### config.mk
export PLATFORM = sky130hd
export DESIGN_NAME = rmst_cfg
export DESIGN_NICKNAME = d
export VERILOG_FILES = /design/src/sv/rmst_pkg.sv /design/src/sv/rmst_cfg.sv
export SDC_FILE = /design/constraint.sdc
export NUM_CORES = 1
export LEC_CHECK = 0
export BUFFER_PORTS_ARGS = -buffer_cell sky130_fd_sc_hd__buf_2
export CORE_MARGIN = 2
export CORE_UTILIZATION = 37
export DETAILED_ROUTE_END_ITERATION = 7
export PLACE_DENSITY = 0.85
export SLEW_MARGIN = 20
export SYNTH_ARGS = -nofsm -noshare
export SYNTH_HDL_FRONTEND = slang
export SYNTH_SLANG_ARGS = --single-unit
### constraint.sdc
create_clock -name clk_i -period 2.98 [get_ports clk_i]
set_clock_uncertainty 0.1 [all_clocks]
set_input_delay 0.149 -clock clk_i [delete_from_list [all_inputs] [get_ports clk_i]]
set_output_delay 0.149 -clock clk_i [all_outputs]
set_load 0.005 [all_outputs]
### src/sv/rmst_pkg.sv
package rmst_pkg;

  // default element count of the tree
  localparam int unsigned SizeDefault = 1024;

  // field widths
  localparam int unsigned CfgW   = 11;
  localparam int unsigned IdxW   = 10;
  localparam int unsigned DataW  = 32;
  localparam int unsigned PaddrW = 3;

  // register index taken from paddr above the byte offset
  localparam logic RegActiveSize = 1'b0;

  // request opcodes
  localparam logic CmdWrite = 1'b0;
  localparam logic CmdQuery = 1'b1;

  // engine sequencer states
  typedef enum logic [3:0] {
    ST_CLEAR,
    ST_IDLE,
    ST_WDESC,
    ST_WLEAF,
    ST_WREAD,
    ST_WUP,
    ST_QVISIT,
    ST_QDRAIN,
    ST_DONE
  } state_e;

endpackage

### src/sv/rmst_cfg.sv
module rmst_cfg #(
  parameter int unsigned SIZE = rmst_pkg::SizeDefault,
  parameter int unsigned ActW = rmst_pkg::CfgW
) (
  input  logic                        clk_i,
  input  logic                        rst_ni,
  input  logic                        psel,
  input  logic                        penable,
  input  logic                        pwrite,
  input  logic [rmst_pkg::PaddrW-1:0] paddr,
  input  logic [rmst_pkg::DataW-1:0]  pwdata,
  output logic [rmst_pkg::DataW-1:0]  prdata,
  output logic                        pready,
  output logic [ActW-1:0]             n_o
);

  localparam logic [ActW-1:0] SizeVal = ActW'(SIZE);

  logic [ActW-1:0] active_q, active_d;
  logic            sel_active;

  assign sel_active = (paddr[rmst_pkg::PaddrW-1] == rmst_pkg::RegActiveSize);
  assign pready     = 1'b1;

  // register write on the access cycle
  always_comb begin
    active_d = active_q;
    if (psel && penable && pwrite && pready && sel_active) begin
      active_d = ActW'(pwdata[rmst_pkg::CfgW-1:0]);
    end
  end

  always_ff @(posedge clk_i or negedge rst_ni) begin
    if (!rst_ni) begin
      active_q <= SizeVal;
    end else begin
      active_q <= active_d;
    end
  end

  // readback
  assign prdata = sel_active ? rmst_pkg::DataW'(active_q) : '0;

  // effective size, clamped to the store
  assign n_o = (active_q > SizeVal) ? SizeVal : active_q;

endmodule

==> summary.md, run 1 <==
| Metric | Value |
|---|---|
| WS Path Type | `flop to primary output` |
| Max Freq | `690 MHz` |
| Worst Hold Launch | `pwdata[2]` |
| Diodes inserted | `0` |
| Die ar. | `2520 sq um` |
| Setup crit end kind | `primary output` |
| Adder-cell share of the synthesized area | `0` |
| HP Class | `primary input to flop` |
| Worst-path fanout max | `13` |
| Post-synthesis register bit count | `11` |
| I/O pin cnt | `84` |
| Main combinational cell family by area after synthesis | `buffers and inverters` |
| Fin Hold WS | `0.0183 ns` |
| Hpwl dp | `1.09 mm` |
| Routed length per instance | `9.88 microns` |
| RR Startpoint | `active_q[10]` |
| Synth Instances | `72` |
| Netlist cell types | `11` |
| CP Launch Point | `active_q[10]` |
| Critical path arrival | `1.20 ns` |
| Vias | `523` |
| Starting Density | `0.398` |
| Number of global-route vias before repair | `458` |
| Drt total wl | `1.34 mm` |
| Worst-path clk slew | `0.07 ns` |
| Gpl congestion | `0.678` |
| Status | `completed` |
| CTS tree | `built` |
| Pre-antenna DRT Iters | `1` |
| Die Ht | `50.2 microns` |
| Multiplexer area fraction after synthesis | `0.204` |
| Die Wd | `50.2 microns` |
| Layout cells sized above 1 | `0.495` |
| Setup Total Neg Slack | `0 ns` |
| Worst path max stage delay | `0.67 ns` |
| Initial DRC Count | `0` |
| Clk sink count | `11` |
| Most flop-heavy register | `active_q` |
| Layout Cells excl Fill | `136` |
| Xor-xnor portion of the synthesized cell area | `0` |
| CP top delay family | `flip-flops` |
| Largest net degree at the start of global routing | `14` |
| Avg Cell Area, Syn | `11.0 sq um` |
| Top Registers | `active_q (11)` |
| Register area share after synthesis | `0.350` |
| CP startpoint kind | `flop` |
| Cell Pwr Density | `513 nW/um^2` |
| RSZ-0062 raised after global routing | `no` |
| Via density | `3.85` |
| Filler cells | `188` |
| I/O Buffers | `38` |
| Final setup viols | `0` |
| CP bufs+invs | `1` |
| Crit path cell chain | `nor2b_1 -> buf_2` |
| Core area | `1980 sq um` |
| # Post-CTS Setup Buffers | `0` |
| Worst Path Required | `2.73 ns` |
| Max FFs per register | `11` |
| Std-Cell Rows | `16` |
| Post-Syn Area | `790 sq um` |
| Commonest cells after routing, fill and taps aside | `38 x buf_2, 22 x conb_1, 20 x nor2b_1, 10 x mux2_4, 10 x dfrtp_1` |
| Clock buffer depth | `2` |
| Worst-Skew Late Latency | `0.25 ns` |
| Initial antenna violation count | `0` |
| CP max stage cell | `dfstp_2` |
| Dpl cells | `131` |
| Yosys warns | `0` |
| Post-layout min period | `1.45 ns` |
| DRC Markers | `0` |
| Clock buffer count from CTS | `3` |
| Post-route antenna net violation count | `0` |
| Area grow syn2layout | `18.7%` |
| Most common cell after layout, fill and taps aside | `buf_2` |
| Root Buffer | `clkbuf_4` |
| Complex-gate fraction of the synthesized area | `0` |
| Post-Synth Simple-Gate Area | `0.198` |
| # H-tree levels | `1` |
| Pleak | `0.554 nW` |
| Total track usage | `0.111` |
| Grt ovf | `0` |
| Final hold vios | `0` |
| PostCTS Resize Cnt | `0` |
| Slew Limit Fails | `0` |
| Nets | `150` |
| Max IR drop VDD | `0.000281 V` |
| Max cap viols | `0` |
| Period utilization | `0.486` |
| First-pass GRT wire length | `2.04 mm` |
==> final cells by class <==
| class | count | area [sq um] | share of cell area |
|---|---|---|---|
| clock buffers | 4 | 26.3 | 0.0280 |
| multi-input cells | 55 | 400 | 0.427 |
| flip-flops and latches | 11 | 277 | 0.295 |
| well taps | 27 | 33.8 | 0.0360 |
| repair buffers | 39 | 200 | 0.214 |
==> per-stage QoR <==
| stage | worst slack (ns) | utilization | total power [W] | instance area, sq um |
|---|---|---|---|---|
| after floorplan | 1.77 | - | 0.000337 | 865 |
| after global placement | 1.67 | 0.455 | 0.000385 | 901 |
| after detailed placement | 1.67 | 0.455 | 0.000390 | 901 |
| after CTS | 1.51 | 0.473 | 0.000491 | 937 |
| after global routing | 1.46 | 0.473 | 0.000521 | 937 |
| final | 1.53 | 0.473 | 0.000481 | 937 |
==> routing by layer <==
layer	share of wire	GRT usage	vias up
li1	-	-	255
met2	0.51	0.211	34
met3	0.11	0.0565	0
met5	0	0	-
met4	0	0.0139	0
met1	0.38	0.110	234
==> path summary, 6_finish.rpt <==
check	end	cells past startpoint	slack (ns)
setup / recovery	prdata[10]	2	1.53
hold / removal	active_q[2]	2	0.02
setup reg to reg	active_q[10]	1	1.95
hold reg to reg	active_q[2]	1	0.42
max in group asynchronous	active_q[10]	2	2.33
min in group asynchronous	active_q[1]	2	0.19
==> power breakdown <==
group | total, W | internal [W] | switching, W
clock network | 0.0000957 | 0.0000516 | 0.0000440
registers | 0.000216 | 0.000185 | 0.0000304
logic | 0.000170 | 0.000111 | 0.0000591
==> cell families (layout without fill, tap and decap cells) <==
kind of cell / count (synthesis) / count (layout)
buffers and inverters: 26 / 43
and+or+nand+nor: 22 / 22
DFF: 11 / 11
muxes: 11 / 11
other: 2 / 22
==> cell usage after synthesis <==
cell,n,area (sq um)
buf_4,22,165
and2b_1,1,7.51
dfrtp_1,10,250
mux2_4,10,150
dfstp_2,1,26.3
nor2b_1,20,125
mux2_2,1,11.3
clkbuf_1,3,11.3
nand4b_4,1,23.8
conb_1,2,7.51
buf_6,1,11.3
==> repair_timing <==
item | 4_1_cts | 5_1_grt
hold buffers | 1 | 0
endpoints found under the setup margin | 0 | 0
hold endpoints to repair | 11 | 0
Note: power is estimated with default switching activity, not from simulation.
==> run 2, diff against run 1 <==
Settings changed: ABC_AREA set to 1, CORE_UTILIZATION 37 to 33, PLACE_DENSITY 0.85 to 0.78.
Clock period 2.98 ns to 1.45 ns, I/O delays scaled along.
==> run 2 against run 1 <==
The flow now finishes with violations (setup timing). Critical path depth grew 4. Register-to-register slack worse by 1.4 ns. Via count rose by 37%. Routed wire length grew 29%. Non-clock buffer count rose by 12. Cell area rose by 12%. Power rose by 100%. Sequential power up 85%. Worst hold slack better by 0.083 ns. First-iteration DRC count rose by 5. Sequential share of layout area fell by 3.2 points. Core utilization increased by 0.74 points. Highest routed layer is now met4.
==> summary.md, run 2 <==
| Metric | Value |
|---|---|
| Status | `complete, but fails checks` |
| Failing checks | `setup timing` |
| First-pass GRT wire length | `2.47 mm` |
| Register area | `277 sq um` |
| Die ar. | `2710 sq um` |
| Synth top area cells | `dfrtp_1 33%, buf_4 22%, nor2_1 18%` |
| Max FFs per register | `11` |
| Grt ovf | `0` |
| Slew Limit Fails | `0` |
| Clock buffer depth | `2` |
| Final setup viols | `10` |
| Total track usage | `0.127` |
| Setup crit end kind | `primary output` |
| Main combinational cell family by area after synthesis | `buffers and inverters` |
| Most flop-heavy register | `active_q` |
| EDFF count, synth | `0` |
| Layout cells sized above 1 | `0.359` |
| Dpl ws | `0.0729 ns` |
| Routed length per instance | `9.55 microns` |
| Clk sink count | `11` |
| Die Ht | `52.0 microns` |
| Post-Synth Simple-Gate Area | `0.232` |
| Gate power share | `0.378` |
| Most frequent cells after synthesis | `37 x nor2_1, 22 x buf_4, 11 x inv_1, 10 x a21oi_1, 10 x dfrtp_1` |
| Clock buffer count from CTS | `3` |
| Most common cell in the netlist | `nor2_1` |
| Final worst slack | `-0.0872 ns` |
| Via density | `3.96` |
| Period utilization | `1.06` |
| Core area | `2190 sq um` |
| Avg Cell Area, Syn | `7.39 sq um` |
| Diodes inserted | `0` |
| # H-tree levels | `1` |
| Final instance area | `1050 sq um` |
| Worst reg-to-reg setup slack | `0.55 ns` |
| DRC Markers | `0` |
| CP Launch Point | `active_q[2]` |
| Cell Pwr Density | `921 nW/um^2` |
| Clk pwr share | `0.210` |
| Yosys warns | `0` |
| Initial DRC Count | `5` |
| Std-Cell Rows | `17` |
| I/O pin cnt | `84` |
| Gpl congestion | `0.637` |
| Root Buffer | `clkbuf_4` |
| Multiplexer area fraction after synthesis | `0` |
| Max Freq | `651 MHz` |
| Worst-Skew Late Latency | `0.26 ns` |
| Main synth FF type | `dfrtp_1` |
| Post-synthesis register bit count | `11` |
| Async SR Flop Fraction | `1.00` |
| Die Wd | `52.0 microns` |
| Xor-xnor portion of the synthesized cell area | `0` |
| Complex-gate fraction of the synthesized area | `0.0773` |
| Synth Instances | `103` |
| RR Startpoint | `active_q[2]` |
| Adder-cell share of the synthesized area | `0` |
| Largest area contributor in the netlist | `dfrtp_1` |
| R2R cell count | `3` |
| Post-route antenna net violation count | `0` |
| I/O Buffers | `38` |
| Area grow syn2layout | `38.3%` |
| Register area share after synthesis | `0.363` |
| CTS tree | `built` |
| Reg power frac | `0.412` |
| Placed Area | `865 sq um` |
| Worst Path Required | `1.28 ns` |
| Internal | `0.000639 W` |
| Psw | `0.000330 W` |
| CP startpoint kind | `flop` |
| HP Class | `primary input to async pin` |
| Initial antenna violation count | `0` |
| Max IR drop VDD | `0.000606 V` |
| Hpwl dp | `1.18 mm` |
| Crit Reg-Reg Endpoint | `active_q[2]` |
| Nets | `194` |
| Worst-path fanout max | `5` |
| Area of the multi-input gates | `352 sq um` |
| Starting Density | `0.347` |
| RSZ-0062 raised after global routing | `yes` |
| Post-layout min period | `1.54 ns` |
| Post-Syn Area | `761 sq um` |
| Top Registers | `active_q (11)` |
| Final hold vios | `0` |
| Worst-path clk slew | `0.07 ns` |
| Pre-antenna DRT Iters | `2` |
| Area share of the largest cell type after synthesis | `0.329` |
| Pleak | `0.604 nW` |
| Largest net degree at the start of global routing | `23` |
| Most common cell after layout, fill and taps aside | `buf_2` |
| WS Path Type | `flop to primary output` |
| Drt total wl | `1.73 mm` |
| Critical path arrival | `1.36 ns` |
| Netlist cell types | `15` |
| Number of global-route vias before repair | `565` |
| Max cap viols | `0` |
| Vias | `717` |
| Commonest cells after routing, fill and taps aside | `38 x buf_2, 32 x nor2_1, 22 x conb_1, 12 x dlygate4sd3_1` |
| Filler cells | `235` |
| Sw Ratio | `0.340` |
## run 2: cell types whose count changed after synthesis, moves of 2 or more
cell      previous run  this run
a21oi_1              0        10
mux2_4              10         0
inv_1                0        11
nand3_1              0         2
nor2b_1             20         0
nor2_1               0        37
clkbuf_1             3         1
## run 2: worst max-delay path, cell delays in order (launching register included)
cell and delay (ns):
dfrtp_1 0.39, nor2_2 0.14, nand3_2 0.11, nor2_4 0.16
nor2_2 0.10, nor2_1 0.09, buf_2 0.12
## run 2: final cells by class
cell class                      count  share of cell area
Tap cell                           28              0.0333
Inverter                           12              0.0428
Multi-Input combinational cell     75               0.334
Timing Repair Buffer               51               0.302
Clock buffer                        4              0.0250
Sequential cell                    11               0.263
## run 2: worst max path at each step
stage	endpoint	slack, ns	cells past startpoint
after floorplan	n_o[0]	0.37	3
after global placement	n_o[1]	0.10	4
after detailed placement	n_o[8]	0.07	4
after CTS	n_o[8]	-0.07	6
after global routing	n_o[2]	-0.17	6
final	n_o[2]	-0.09	6
## run 2: through the flow
stage	util	setup TNS [ns]	hold slack (ns)	total power, W	instances
floorplan	-	0	-0.323	0.000614	123
global placement	0.395	0	-0.151	0.000706	163
detailed placement	0.395	0	-0.149	0.000715	163
CTS	0.465	-0.523	0.107	0.000956	179
global route	0.480	-1.56	0.109	0.00106	181
finish	0.480	-0.615	0.102	0.000969	181
## run 2: cells by family after synthesis
family | after synthesis
AOI/OAI and AO/OA | 11
and+or+nand+nor | 41
DFF | 11
other | 2
buffers and inverters | 38
## run 2: power groups by stage
stage	combinational [W]	sequential [W]	clock, W
2_1_floorplan	0.000221	0.000393	0
3_3_place_gp	0.000310	0.000397	0
3_5_place_dp	0.000317	0.000398	0
4_1_cts	0.000346	0.000393	0.000217
5_1_grt	0.000417	0.000407	0.000232
6_report	0.000366	0.000399	0.000204
## run 2: per-layer routing
layer	vias up	share of wire	track usage
met5	-	0	0
met4	0	0.0035	0.0395
li1	366	-	-
met2	40	0.50	0.222
met1	309	0.42	0.142
met3	2	0.085	0.0460
## run 2: what timing repair did
item                                   4_1_cts  5_1_grt
hold buffers                                12        0
gates cloned                                 0        1
setup buffers                                0        1
endpoints found under the hold margin       22        0
setup endpoints to repair                   10       10
resized for setup                            3        6
pin swaps                                    1        3
==> run 3, diff against run 2 <==
Settings changed: CORE_UTILIZATION 33 to 30, PLACE_DENSITY 0.78 to 0.75.
Clock period 1.45 ns to 1.2 ns, I/O delays scaled along.
==> run 3 against run 2 <==
The run still ends with setup timing left. Critical path depth unchanged. Combinational power increased by 33%. Power increased by 25%. Non-clock buffer count increased by 4. Die area increased by 9.2%. Cell count increased by 3.3%. Core utilization decreased by 3.2 points. Sequential power increased by 21%.
==> summary.md, run 3 (synthesized netlist as in run 2, its figures left out) <==
| Metric | Value |
|---|---|
| Max Freq | `670 MHz` |
| Root Buffer | `clkbuf_4` |
| Starting Density | `0.313` |
| Number of stages on the worst setup path | `6` |
| Final hold vios | `0` |
| First-pass GRT wire length | `2.48 mm` |
| R2R cell count | `3` |
| Initial antenna violation count | `0` |
| DRC Markers | `0` |
| Diodes inserted | `0` |
| Drt total wl | `1.68 mm` |
| Grt ovf | `0` |
| Top Registers | `active_q (11)` |
| Clk sink count | `11` |
| I/O pin cnt | `84` |
| Commonest cells after routing, fill and taps aside | `38 x buf_2, 32 x nor2_1, 22 x conb_1, 12 x dlygate4sd3_1` |
| Die ar. | `2950 sq um` |
| Std-Cell Rows | `18` |
| Pleak | `0.624 nW` |
| Worst Path Required | `1.04 ns` |
| CP max stage cell | `dfrtp_1` |
| # H-tree levels | `1` |
| Crit path cell chain | `nor2_1 -> nand3_2 -> nor2_4 -> nor2_2 -> nor2_1 -> buf_2` |
| Die Ht | `54.4 microns` |
| Nets | `198` |
| Cell Pwr Density | `1110 nW/um^2` |
| CP top delay family | `simple AND/OR/NAND/NOR gates` |
| Core area | `2430 sq um` |
| Initial DRC Count | `11` |
| Area grow syn2layout | `43.4%` |
| Area of the multi-input gates | `352 sq um` |
| Clock buffer depth | `2` |
| Worst-path fanout max | `5` |
| Setup Total Neg Slack | `-2.88 ns` |
| Routed length per instance | `9.01 microns` |
| Largest net degree at the start of global routing | `23` |
| RSZ-0062 raised after global routing | `yes` |
| Layout Cells excl Fill | `187` |
| Failing checks | `setup timing` |
| HP Class | `primary input to async pin` |
| Dpl ws | `-0.132 ns` |
| Total track usage | `0.118` |
| Slew Limit Fails | `0` |
| Post-route antenna net violation count | `0` |
| Filler cells | `246` |
| Pre-antenna DRT Iters | `4` |
| Register area | `277 sq um` |
| Layout cells sized above 1 | `0.382` |
| Vias | `734` |
| Critical path arrival | `1.33 ns` |
| Fin Hold WS | `0.0972 ns` |
| Final instance area | `1090 sq um` |
| Most flop-heavy register | `active_q` |
| Hpwl dp | `1.13 mm` |
| Worst path max stage delay | `0.38 ns` |
| Max FFs per register | `11` |
| CTS tree | `built` |
| Clock buffer count from CTS | `3` |
| Period utilization | `1.24` |
| Number of global-route vias before repair | `594` |
| Final setup viols | `11` |
| Max IR drop VDD | `0.000608 V` |
| Final worst slack | `-0.294 ns` |
| Worst-Skew Late Latency | `0.26 ns` |
| Placed Area | `897 sq um` |
| CP bufs+invs | `1` |
| Most common cell after layout, fill and taps aside | `buf_2` |
| Most used cell, CP | `nor2_1` |
| Die Wd | `54.4 microns` |
| Worst-path clk slew | `0.07 ns` |
| Setup crit end kind | `primary output` |
| WS Path Type | `flop to primary output` |
| Dpl cells | `169` |
| Gpl congestion | `0.715` |
| Status | `complete, but fails checks` |
| Via density | `3.93` |
| I/O Buffers | `38` |
| CP startpoint kind | `flop` |
| Max cap viols | `0` |
| Post-layout min period | `1.49 ns` |
==> run 3: cell count changes in the layout (fill, tap and decap cells not counted) <==
| cell | previous run | this run |
|---|---|---|
| buf_6 | 0 | 1 |
| buf_4 | 1 | 4 |
| inv_4 | 0 | 1 |
| inv_1 | 10 | 9 |
==> run 3: final timing paths <==
path,from,end,slack [ns]
max in group asynchronous,rst_ni,active_q[10],0.65
setup / recovery,active_q[5],n_o[8],-0.29
setup reg to reg,active_q[10],active_q[10],0.19
hold / removal,rst_ni,active_q[7],0.1
min in group clk_i,paddr[2],active_q[10],0.14
hold reg to reg,active_q[7],active_q[7],0.46
==> run 3: layout make-up <==
| type | count | area share |
|---|---|---|
| repair buffers | 55 | 0.322 |
| well taps | 30 | 0.0344 |
| inverters | 12 | 0.0436 |
| multi-input cells | 75 | 0.322 |
| clock buffers | 4 | 0.0241 |
| flip-flops and latches | 11 | 0.253 |
==> run 3: timing repair <==
action / CTS / global route
endpoints found under the setup margin: 11 / 12
setup buffers: 0 / 1
hold endpoints to repair: 22 / 0
gates resized for setup: 4 / 8
hold buffers: 12 / 0
gates cloned: 0 / 1
pin swaps: 2 / 4
==> run 3: worst reg2reg max path: stages, from the launching register on <==
cell and delay (ns):
dfstp_2 0.56, inv_4 0.05, buf_6 0.11, a21oi_1 0.13
==> run 3: stage by stage <==
| step | power (W) | util |
|---|---|---|
| 3_3_place_gp | 0.000882 | 0.369 |
| 4_1_cts | 0.00117 | 0.434 |
| 5_1_grt | 0.00131 | 0.449 |
| 3_5_place_dp | 0.000887 | 0.369 |
| 2_1_floorplan | 0.000742 | - |
| 6_report | 0.00121 | 0.449 |
==> run 3: per-layer routing <==
| layer | GRT usage | vias up | wire (microns) |
|---|---|---|---|
| met5 | 0 | - | 0 |
| met4 | 0.0500 | 0 | 0 |
| met3 | 0.0273 | 0 | 146 |
| met2 | 0.217 | 46 | 873 |
| met1 | 0.127 | 312 | 664 |
| li1 | - | 376 | - |
==> run 3: power breakdown <==
part / total [W] / switching, W / internal, W / leakage [nW]
logic: 0.000485 / 0.000254 / 0.000230 / 0.492
clock network: 0.000242 / 0.000113 / 0.000128 / 0.0150
registers: 0.000481 / 0.0000363 / 0.000445 / 0.117
total: 0.00121 / 0.000404 / 0.000803 / 0.624
