==> config.mk <==
export PLATFORM = sky130hd
export DESIGN_NAME = rmst_engine
export DESIGN_NICKNAME = d
export VERILOG_FILES = /design/src/sv/rmst_pkg.sv /design/src/sv/rmst_engine.sv
export SDC_FILE = /design/constraint.sdc
export NUM_CORES = 1
export LEC_CHECK = 0
export BUFFER_PORTS_ARGS = -buffer_cell sky130_fd_sc_hd__clkbuf_2
export CAP_MARGIN = 20
export CORE_MARGIN = 5
export CORE_UTILIZATION = 45
export CTS_BUF_LIST = sky130_fd_sc_hd__clkbuf_16
export CTS_CLUSTER_DIAMETER = 150
export CTS_CLUSTER_SIZE = 16
export DETAILED_ROUTE_END_ITERATION = 6
export SETUP_SLACK_MARGIN = 0.1
export SLEW_MARGIN = 15
export SYNTH_ARGS = -nofsm -noshare
export SYNTH_HDL_FRONTEND = slang
export SYNTH_SLANG_ARGS = --single-unit
==> constraint.sdc <==
create_clock -name clk_i -period 7.04 [get_ports clk_i]
set_input_delay 0.704 -clock clk_i [delete_from_list [all_inputs] [get_ports clk_i]]
set_output_delay 0.704 -clock clk_i [all_outputs]
set_load 0.05 [all_outputs]
==> src/sv/rmst_pkg.sv <==
package rmst_pkg;

  // default element count of the tree
  localparam int unsigned SizeDefault = 1024;

  // field widths
  localparam int unsigned CfgW   = 11;
  localparam int unsigned IdxW   = 10;
  localparam int unsigned DataW  = 32;
  localparam int unsigned PaddrW = 3;

  // register index taken from paddr above the byte offset
  localparam logic RegActiveSize = 1'b0;

  // request opcodes
  localparam logic CmdWrite = 1'b0;
  localparam logic CmdQuery = 1'b1;

  // engine sequencer states
  typedef enum logic [3:0] {
    ST_CLEAR,
    ST_IDLE,
    ST_WDESC,
    ST_WLEAF,
    ST_WREAD,
    ST_WUP,
    ST_QVISIT,
    ST_QDRAIN,
    ST_DONE
  } state_e;

endpackage

==> src/sv/rmst_engine.sv <==
module rmst_engine #(
  parameter int unsigned SIZE  = rmst_pkg::SizeDefault,
  parameter int unsigned AddrW = $clog2(2 * rmst_pkg::SizeDefault),
  parameter int unsigned ActW  = rmst_pkg::CfgW
) (
  input  logic                       clk_i,
  input  logic                       rst_ni,
  input  logic [ActW-1:0]            n_i,
  // request side
  input  logic                       in_valid_i,
  output logic                       in_stall_o,
  input  logic                       cmd_i,
  input  logic [rmst_pkg::IdxW-1:0]  index_i,
  input  logic [rmst_pkg::IdxW-1:0]  high_index_i,
  input  logic [rmst_pkg::DataW-1:0] value_i,
  // result side
  output logic                       out_valid_o,
  input  logic                       out_stall_i,
  output logic [rmst_pkg::DataW-1:0] max_value_o,
  output logic                       ok_o,
  // tree store port
  output logic                       mem_en_o,
  output logic                       mem_we_o,
  output logic [AddrW-1:0]           mem_addr_o,
  output logic [rmst_pkg::DataW-1:0] mem_wdata_o,
  input  logic [rmst_pkg::DataW-1:0] mem_rdata_i
);

  localparam int unsigned DW       = rmst_pkg::DataW;
  localparam int unsigned StkDepth = $clog2(SIZE) + 1;
  localparam int unsigned StkAw    = $clog2(StkDepth);
  localparam int unsigned StkPw    = $clog2(StkDepth + 1);
  localparam logic [AddrW-1:0] LastAddr = AddrW'(2 * SIZE - 1);
  localparam logic [AddrW-1:0] RootNode = AddrW'(1);

  rmst_pkg::state_e state_q, state_d;

  logic [ActW-1:0]  ql_q, ql_d, qr_q, qr_d;
  logic [ActW-1:0]  l_q, l_d, r_q, r_d;
  logic [AddrW-1:0] node_q, node_d;
  logic [AddrW-1:0] clr_q, clr_d;
  logic [DW-1:0]    val_q, val_d;
  logic [DW-1:0]    acc_q, acc_d;
  logic [DW-1:0]    cur_q, cur_d;
  logic             ok_q, ok_d;
  logic             rd_pend_q, rd_pend_d;
  logic             sib_ok_q, sib_ok_d;
  logic [StkPw-1:0] sp_q, sp_d;

  // pending right halves of the query walk
  logic [ActW-1:0]  stk_l_q    [StkDepth];
  logic [ActW-1:0]  stk_r_q    [StkDepth];
  logic [AddrW-1:0] stk_node_q [StkDepth];

  logic             out_valid_q, out_valid_d;
  logic [DW-1:0]    out_max_q;
  logic             out_ok_q;
  logic             out_load;

  logic [ActW:0]    sum;
  logic [ActW-1:0]  mid, mid_p1;
  logic [AddrW-1:0] node_lo, node_hi, sib, parent;
  logic             node_in, sib_in, parent_in;
  logic [DW-1:0]    sib_val, par_val;
  logic [StkPw-1:0] sp_m1;
  logic [StkAw-1:0] top_idx, push_idx;
  logic             push, pop;
  logic             full, lhit, rhit;
  logic [ActW-1:0]  lo_x, hi_x;
  logic             lo_ok, hi_ok;

  // shared datapath terms
  assign sum      = {1'b0, l_q} + {1'b0, r_q};
  assign mid      = sum[ActW:1];
  assign mid_p1   = mid + ActW'(1);
  assign node_lo  = {node_q[AddrW-2:0], 1'b0};
  assign node_hi  = {node_q[AddrW-2:0], 1'b1};
  assign sib      = node_q ^ RootNode;
  assign parent   = {1'b0, node_q[AddrW-1:1]};
  assign node_in  = (node_q <= LastAddr);
  assign sib_in   = (sib <= LastAddr);
  assign parent_in = (parent <= LastAddr);
  assign sib_val  = sib_ok_q ? mem_rdata_i : '0;
  assign par_val  = (cur_q > sib_val) ? cur_q : sib_val;
  assign sp_m1    = sp_q - StkPw'(1);
  assign top_idx  = sp_m1[StkAw-1:0];
  assign push_idx = sp_q[StkAw-1:0];
  assign full     = (ql_q <= l_q) && (r_q <= qr_q);
  assign lhit     = (ql_q <= mid);
  assign rhit     = (qr_q >= mid_p1);
  assign lo_x     = ActW'(index_i);
  assign hi_x     = ActW'(high_index_i);
  assign lo_ok    = (lo_x < n_i);
  assign hi_ok    = (hi_x < n_i);

  assign in_stall_o = (state_q != rmst_pkg::ST_IDLE);

  // sequencer
  always_comb begin
    state_d     = state_q;
    ql_d        = ql_q;
    qr_d        = qr_q;
    l_d         = l_q;
    r_d         = r_q;
    node_d      = node_q;
    clr_d       = clr_q;
    val_d       = val_q;
    cur_d       = cur_q;
    ok_d        = ok_q;
    sib_ok_d    = sib_ok_q;
    sp_d        = sp_q;
    rd_pend_d   = 1'b0;
    push        = 1'b0;
    pop         = 1'b0;
    out_load    = 1'b0;
    mem_en_o    = 1'b0;
    mem_we_o    = 1'b0;
    mem_addr_o  = node_q;
    mem_wdata_o = '0;

    // fold in the node read issued last cycle
    acc_d = acc_q;
    if (rd_pend_q && (mem_rdata_i > acc_q)) begin
      acc_d = mem_rdata_i;
    end

    case (state_q)
      rmst_pkg::ST_CLEAR: begin
        mem_en_o   = 1'b1;
        mem_we_o   = 1'b1;
        mem_addr_o = clr_q;
        clr_d      = clr_q + AddrW'(1);
        if (clr_q == LastAddr) begin
          state_d = rmst_pkg::ST_IDLE;
        end
      end

      rmst_pkg::ST_IDLE: begin
        if (in_valid_i) begin
          ql_d   = lo_x;
          qr_d   = hi_x;
          val_d  = value_i;
          acc_d  = '0;
          l_d    = '0;
          r_d    = n_i - ActW'(1);
          node_d = RootNode;
          sp_d   = '0;
          if (cmd_i == rmst_pkg::CmdWrite) begin
            ok_d    = lo_ok;
            state_d = lo_ok ? rmst_pkg::ST_WDESC : rmst_pkg::ST_DONE;
          end else begin
            ok_d = lo_ok && hi_ok;
            if (lo_ok && hi_ok && (hi_x >= lo_x)) begin
              state_d = rmst_pkg::ST_QVISIT;
            end else begin
              state_d = rmst_pkg::ST_DONE;
            end
          end
        end
      end

      // walk down to the leaf of the written element
      rmst_pkg::ST_WDESC: begin
        if (l_q < r_q) begin
          if (ql_q <= mid) begin
            r_d    = mid;
            node_d = node_lo;
          end else begin
            l_d    = mid_p1;
            node_d = node_hi;
          end
        end else begin
          state_d = rmst_pkg::ST_WLEAF;
        end
      end

      rmst_pkg::ST_WLEAF: begin
        mem_en_o    = node_in;
        mem_we_o    = 1'b1;
        mem_wdata_o = val_q;
        cur_d       = node_in ? val_q : '0;
        state_d     = (node_q == RootNode) ? rmst_pkg::ST_DONE : rmst_pkg::ST_WREAD;
      end

      rmst_pkg::ST_WREAD: begin
        mem_en_o   = sib_in;
        mem_addr_o = sib;
        sib_ok_d   = sib_in;
        state_d    = rmst_pkg::ST_WUP;
      end

      // parent takes the larger child
      rmst_pkg::ST_WUP: begin
        mem_en_o    = parent_in;
        mem_we_o    = 1'b1;
        mem_addr_o  = parent;
        mem_wdata_o = par_val;
        cur_d       = par_val;
        node_d      = parent;
        state_d     = (parent == RootNode) ? rmst_pkg::ST_DONE : rmst_pkg::ST_WREAD;
      end

      // one intersecting node per cycle
      rmst_pkg::ST_QVISIT: begin
        if (full) begin
          mem_en_o  = node_in;
          rd_pend_d = node_in;
          pop       = 1'b1;
        end else if (!node_in) begin
          pop = 1'b1;
        end else if (lhit) begin
          push   = rhit;
          r_d    = mid;
          node_d = node_lo;
        end else begin
          l_d    = mid_p1;
          node_d = node_hi;
        end
        if (push) begin
          sp_d = sp_q + StkPw'(1);
        end
        if (pop) begin
          if (sp_q == '0) begin
            state_d = rmst_pkg::ST_QDRAIN;
          end else begin
            l_d    = stk_l_q[top_idx];
            r_d    = stk_r_q[top_idx];
            node_d = stk_node_q[top_idx];
            sp_d   = sp_m1;
          end
        end
      end

      rmst_pkg::ST_QDRAIN: begin
        state_d = rmst_pkg::ST_DONE;
      end

      rmst_pkg::ST_DONE: begin
        if (!out_valid_q || !out_stall_i) begin
          out_load = 1'b1;
          state_d  = rmst_pkg::ST_IDLE;
        end
      end

      default: begin
        state_d = rmst_pkg::ST_IDLE;
      end
    endcase
  end

  assign out_valid_d = out_load || (out_valid_q && out_stall_i);

  // control state
  always_ff @(posedge clk_i or negedge rst_ni) begin
    if (!rst_ni) begin
      state_q     <= rmst_pkg::ST_CLEAR;
      clr_q       <= '0;
      sp_q        <= '0;
      rd_pend_q   <= 1'b0;
      out_valid_q <= 1'b0;
    end else begin
      state_q     <= state_d;
      clr_q       <= clr_d;
      sp_q        <= sp_d;
      rd_pend_q   <= rd_pend_d;
      out_valid_q <= out_valid_d;
    end
  end

  // datapath registers
  always_ff @(posedge clk_i) begin
    ql_q     <= ql_d;
    qr_q     <= qr_d;
    l_q      <= l_d;
    r_q      <= r_d;
    node_q   <= node_d;
    val_q    <= val_d;
    acc_q    <= acc_d;
    cur_q    <= cur_d;
    ok_q     <= ok_d;
    sib_ok_q <= sib_ok_d;
    if (push) begin
      stk_l_q[push_idx]    <= mid_p1;
      stk_r_q[push_idx]    <= r_q;
      stk_node_q[push_idx] <= node_hi;
    end
    if (out_load) begin
      out_max_q <= acc_q;
      out_ok_q  <= ok_q;
    end
  end

  assign out_valid_o = out_valid_q;
  assign max_value_o = out_max_q;
  assign ok_o        = out_ok_q;

endmodule

==> results of run 1 <==
==> cell usage after synthesis (all sizes together), types with 4 or more instances <==
| cell | n | area, µm² |
|---|---|---|
| edfxtp | 504 | 15100 |
| nand2 | 187 | 702 |
| ha | 157 | 1960 |
| inv | 141 | 529 |
| o21ai | 115 | 576 |
| a21oi | 104 | 521 |
| nor2 | 93 | 349 |
| mux2i | 90 | 901 |
| clkbuf | 79 | 297 |
| nand3 | 72 | 360 |
| a21o | 69 | 518 |
| mux4 | 64 | 1440 |
| o211ai | 33 | 248 |
| dfxtp | 32 | 641 |
| a211oi | 30 | 225 |
| nand4 | 25 | 156 |
| buf | 23 | 95.1 |
| dfrtp | 21 | 526 |
| mux2 | 21 | 236 |
| and2 | 20 | 125 |
| nand2b | 20 | 125 |
| nor2b | 19 | 119 |
| xnor2 | 19 | 166 |
| nor3 | 18 | 101 |
| a22oi | 15 | 118 |
| o221ai | 15 | 131 |
| xor2 | 13 | 114 |
| nor4 | 12 | 81.3 |
| o21a | 12 | 90.1 |
| a31oi | 9 | 56.3 |
| o22ai | 9 | 56.3 |
| a211o | 6 | 52.6 |
| o31ai | 6 | 45.0 |
| a221o | 5 | 50.1 |
| o2111ai | 5 | 43.8 |
| a2111oi | 4 | 35.0 |
| nand3b | 4 | 42.5 |
| o21bai | 4 | 30.0 |
| o311ai | 4 | 50.1 |
| o41ai | 4 | 35.0 |
| or3 | 4 | 25.0 |
==> path summary, 6_finish.rpt <==
path / start / end / slack, ps / cells past startpoint
max: r_q[1] / stk_l_q[2][7] / 720 / 19
min: rst_ni / clr_q[4] / 130 / 1
max reg2reg: r_q[1] / stk_l_q[2][7] / 720 / 19
min reg2reg: ok_q / ok_o / 420 / 0
max in group asynchronous: rst_ni / push_idx[0] / 6380 / 1
min in group clk_i: value_i[22] / val_q[22] / 270 / 1
==> power by group <==
group	switching, mW	internal [mW]	leakage [nW]
Combinational	3.73	1.73	5.77
Sequential	0.540	4.73	5.12
Clock	1.14	1.04	0.627
==> critical path, cell delays in order (launching register included) <==
cell	delay [ps]
edfxtp_1	730
inv_1	170
fa_1	480
nor2_1	190
o311ai_2	180
and3_1	230
o41ai_1	370
xnor2_1	230
inv_1	140
ha_1	340
nand2_1	60
o31ai_1	330
a31oi_1	120
o31ai_1	500
nand3b_1	120
mux2i_1	360
nand3b_4	250
nor4_1	390
and2_2	600
buf_12	240
==> through the flow <==
stage	util [%]	power [mW]	hold WS [ps]	std cells
after floorplan	-	8.80	400	2128
after global routing	50.7	13.7	151	3095
after detailed placement	48.7	10.8	408	3025
after global placement	48.7	10.7	410	3024
final	50.7	12.9	132	3095
after CTS	50.6	13.0	131	3087
==> kinds of logic after synthesis <==
family                   Yosys count  share of synthesized area, %
buffers and inverters            243                          3.35
AO/OA/AOI/OAI                    474                          11.4
XOR/XNOR                          32                          1.02
AND/OR/NAND/NOR                  487                          8.41
other                              1                        0.0136
multiplexers                     175                          9.37
flip-flops                       557                          59.2
adder cells (fa/ha/maj)          159                          7.25
==> final cells by class <==
| class | count | area, µm² |
|---|---|---|
| Clock buffer | 40 | 1000 |
| Fill cell | 5210 | 29800 |
| Tap cell | 782 | 978 |
| Inverter | 141 | 529 |
| Multi-Input combinational cell | 1328 | 10400 |
| Sequential cell | 557 | 16300 |
| Clock inverter | 22 | 163 |
| Timing Repair Buffer | 219 | 1260 |
| Antenna cell | 6 | 15.0 |
==> registers in the layout, indices dropped and copies added (netlist names), 4 cells and up <==
signal,count
push_idx,4
l_q,11
node_q,11
qr_q,10
stk_l_q,121
stk_node_q,110
ql_q,10
r_q,11
acc_q,32
cur_q,32
max_value_o,32
stk_r_q,121
state_q,4
clr_q,11
val_q,32
==> layer usage <==
| layer | GRT usage, % | wire [µm] |
|---|---|---|
| met1 | 29.2 | 31500 |
| met2 | 35.6 | 35100 |
| met3 | 2.59 | 3550 |
| met4 | 5.96 | 1930 |
| met5 | 0 | 0 |
==> metrics, run 1 <==
max-slew violations 0; clock buffer depth 3; kind of end point of the critical path flop; EDFF count, synth 504; RSZ-0062 raised after global routing false; vias in the first global route 17600; library cells used by synthesis 75; die height 257 µm; most frequent cells in the layout 504 x edfxtp_1, 187 x nand2_1, 179 x clkbuf_2; CTS tree yes; largest net degree at the start of global routing 87; Cell Rows 90; worst clock skew 37.6 ps; GR Util All Layers 21.1%; maximum vdd drop 0.000544 V; Synth Net Count 2386; core box area 60500 µm²; PortBufs 179; Layout Nets 2545; status finished, final reports clean; CTS H-Tree Depth 2; post-route ant nets 0; critical path class flop to flop; crit path max fanout 17; critical path launch point type flop; Slew @ Worst Pin 1120 ps; # clock sinks 557; die width 257 µm; drt drc 0; CTS Hold Bufs 0; hold crit path type input pin to asynchronous set/reset pin; Initial Util 45.5%; part of the Yosys area used for sequential elements 59.2%; Synth Register Bits 557; max frequency 0.158 GHz; post-route cell area 30700 µm²; drt first pass iters 6; synthesized instance count 2128; crit share post-route 89.8%; max cap viols 0; initial antenna violation count 6; final WL 72100 µm; Syn Area/Cell 12.9 µm²; full die area 66200 µm²; post-synthesis cell area 27500 µm²; Critical Path RT 7330 ps; final hold vios 0; initial drt markers 1348; post-CTS setup buffers 0; setup TNS 0 ps; dominant synthesized flop cell edfxtp_1; data arrival time of the critical path 6610 ps; final setup vio count 0; first-pass GRT wire length 109000 µm; Placed Area 29500 µm²; vias per std cell 5.76; routability cong. 0.909; I/O pins 180; GRT overflow 0; CTS buffer count 40; layout cells sized above 1 16.9%; min Tclk post-route 6320 ps; commonest non-fill, non-tap cell in the layout edfxtp_1; via count 17800; FFs w/ async S/R, synth 3.77%; final setup margin 722 ps; wire length per cell 23.3 µm; clk slew on worst S/H paths 80 ps; post-CTS sizing 0; Syn. warnings 0; clock insertion delay at the later pin of the skew report 610 ps; pwr/cell area 421 nW/µm²; dpl hpwl 50600 µm; Leak 11.5 nW; pre-CTS setup slack 786 ps; CTS root buf clkbuf_16; Area Overhead vs Synth 11.4%; Rel. slew slack 25.4%
No activity file was read; power rests on OpenSTA's default activity.
==> inputs of run 2 (changes only) <==
==> constraint.sdc (replaced) <==
create_clock -name clk_i -period 7.71 [get_ports clk_i]
set_input_delay 0.771 -clock clk_i [delete_from_list [all_inputs] [get_ports clk_i]]
set_output_delay 0.771 -clock clk_i [all_outputs]
set_load 0.05 [all_outputs]
==> run 2 against run 1 <==
  * Total power fell by 9.2%
  * Via count rose by 0.47%
  * Clock power shrank 9.2%
  * Highest routed layer is now met5
  * First-iteration DRC count increased by 5.2%
  * Flip-flop and latch count unchanged
  * Sequential power is 8.7% lower
  * Fmax about the same
  * Final area decreased by 0.46%
  * Cell count shrank 0.55%
==> metrics, run 2 (same netlist as run 1, synthesis figures left out) <==
vias in the first global route 17500 (was 17600); hold crit path type input pin to asynchronous set/reset pin (unchanged); clk slew on worst S/H paths 80 ps (about the same); critical path class flop to flop (unchanged); most frequent cells in the layout 504 x edfxtp_1, 186 x nand2_1, 179 x clkbuf_2 (was 504 x edfxtp_1, 187 x nand2_1, 179 x clkbuf_2); core box area 60500 µm² (unchanged); Initial Util 45.5% (unchanged); CTS tree yes (unchanged); GR Util All Layers 21.1% (about the same); max frequency 0.158 GHz (about the same); layout cells sized above 1 16.6% (was 16.9%); PortBufs 179 (unchanged); Leak 11.4 nW (was 11.5 nW); post-route cell area 30500 µm² (was 30700 µm²); vias per std cell 5.82 (was 5.76); first-pass GRT wire length 109000 µm (about the same); dpl hpwl 50000 µm (was 50600 µm); drt drc 0 (unchanged); Rel. slew slack 29.7% (was 25.4%); initial antenna violation count 7 (was 6); die height 257 µm (unchanged); routability cong. 0.874 (was 0.909); status finished, final reports clean (unchanged); max-slew violations 0 (unchanged); maximum vdd drop 0.000327 V (was 0.000544 V); post-CTS sizing 0 (unchanged); final WL 71600 µm (was 72100 µm); final hold vios 0 (unchanged); CTS H-Tree Depth 2 (unchanged); WHS 171 ps (was 132 ps); crit path max fanout 32 (was 17); min Tclk post-route 6320 ps (about the same); final setup vio count 0 (unchanged); pwr/cell area 384 nW/µm² (was 421 nW/µm²); I/O pins 180 (unchanged); post-CTS setup buffers 0 (unchanged); CTS root buf clkbuf_16 (unchanged); final setup margin 1390 ps (was 722 ps); Placed Area 29300 µm² (was 29500 µm²); critical path launch point type flop (unchanged); Area Overhead vs Synth 10.9% (was 11.4%); CTS buffer count 40 (unchanged); Cell Rows 90 (unchanged); Critical Path RT 7890 ps (was 7330 ps); worst clock skew 59.8 ps (was 37.6 ps); RSZ-0062 raised after global routing false (unchanged); GRT overflow 0 (unchanged); Layout Nets 2535 (was 2545); largest net degree at the start of global routing 87 (unchanged); pre-CTS setup slack 1420 ps (was 786 ps); drt first pass iters 5 (was 6); Top Registers stk_l_q: 121 flops, stk_r_q: 121 flops, stk_node_q: 110 flops (unchanged); crit share post-route 82.0% (was 89.8%); setup TNS 0 ps (unchanged); data arrival time of the critical path 6500 ps (was 6610 ps); die width 257 µm (unchanged); Slew @ Worst Pin 1050 ps (was 1120 ps); number of fill cells 5215 (was 5210); # clock sinks 557 (unchanged); post-route ant nets 0 (unchanged); initial drt markers 1418 (was 1348); commonest non-fill, non-tap cell in the layout edfxtp_1 (unchanged); kind of end point of the critical path flop (unchanged); max cap viols 0 (unchanged); clock insertion delay at the later pin of the skew report 610 ps (about the same); full die area 66200 µm² (unchanged); via count 17900 (was 17800); CTS Hold Bufs 0 (unchanged); clock buffer depth 3 (unchanged); wire length per cell 23.3 µm (about the same)
==> run 2: cell types whose count changed in the layout (fill, tap and decap cells not counted) <==
cell,delta
buf_12,-2
buf_4,-7
buf_8,-1
clkinv_16,-1
inv_1,-7
inv_16,+1
nand2_1,-1
nand2_2,+1
==> run 2: layout make-up <==
cell class	count	area, µm²	area share (%)
well taps	782	978	3.21
flip-flops and latches	557	16300	53.4
clock buffers	40	1000	3.28
diodes	6	15.0	0.0492
multi-input cells	1328	10400	34.1
inverters	141	529	1.73
clock inverters	15	126	0.414
repair buffers	209	1150	3.76
==> run 2: per-stage QoR <==
step	std cells	total power [mW]	utilization [%]
after global routing	3078	12.5	50.5
final	3078	11.7	50.5
after detailed placement	3015	9.77	48.5
after floorplan	2128	8.04	-
after CTS	3070	11.8	50.4
after global placement	3013	9.68	48.5
==> run 2: path summary, 6_finish.rpt <==
path / from / to / slack [ps] / cells after the start
max: r_q[1] / stk_node_q[7][0] / 1390 / 18
max in group asynchronous: rst_ni / push_idx[0] / 7090 / 1
max reg2reg: r_q[1] / stk_node_q[7][0] / 1390 / 18
min: rst_ni / push_idx[1] / 170 / 1
min in group clk_i: value_i[9] / val_q[9] / 340 / 1
min reg2reg: acc_q[29] / max_value_o[29] / 430 / 0
==> run 2: power breakdown <==
part | internal, mW | switching [mW] | leakage [nW]
Sequential | 4.32 | 0.490 | 5.12
Combinational | 1.55 | 3.38 | 5.71
Clock | 0.948 | 1.04 | 0.588
Total | 6.81 | 4.91 | 11.4
==> run 2: metal layers <==
metal / up-vias / GRT usage (%) / share of wire, %
met1: 8948 / 29.4 / 44
li1: 8378 / - / -
met4: 2 / 5.41 / 2.5
met2: 495 / 35.7 / 49
met5: - / 0 / 0.0098
met3: 97 / 2.50 / 4.9
==> run 2: worst max-delay path, stage by stage (launching register included) <==
cell and delay (ps):
edfxtp_1 720, inv_1 180, fa_1 480, nor2_1 200, o311ai_2 190, and3_1 230, o41ai_1 390, xnor2_1 230
inv_1 140, ha_1 330, nand2_1 60, o31ai_1 310, a31oi_1 110, o31ai_1 450, nand3b_1 130, mux2i_1 300
nand3b_4 240, nor4_2 280, and2_2 910
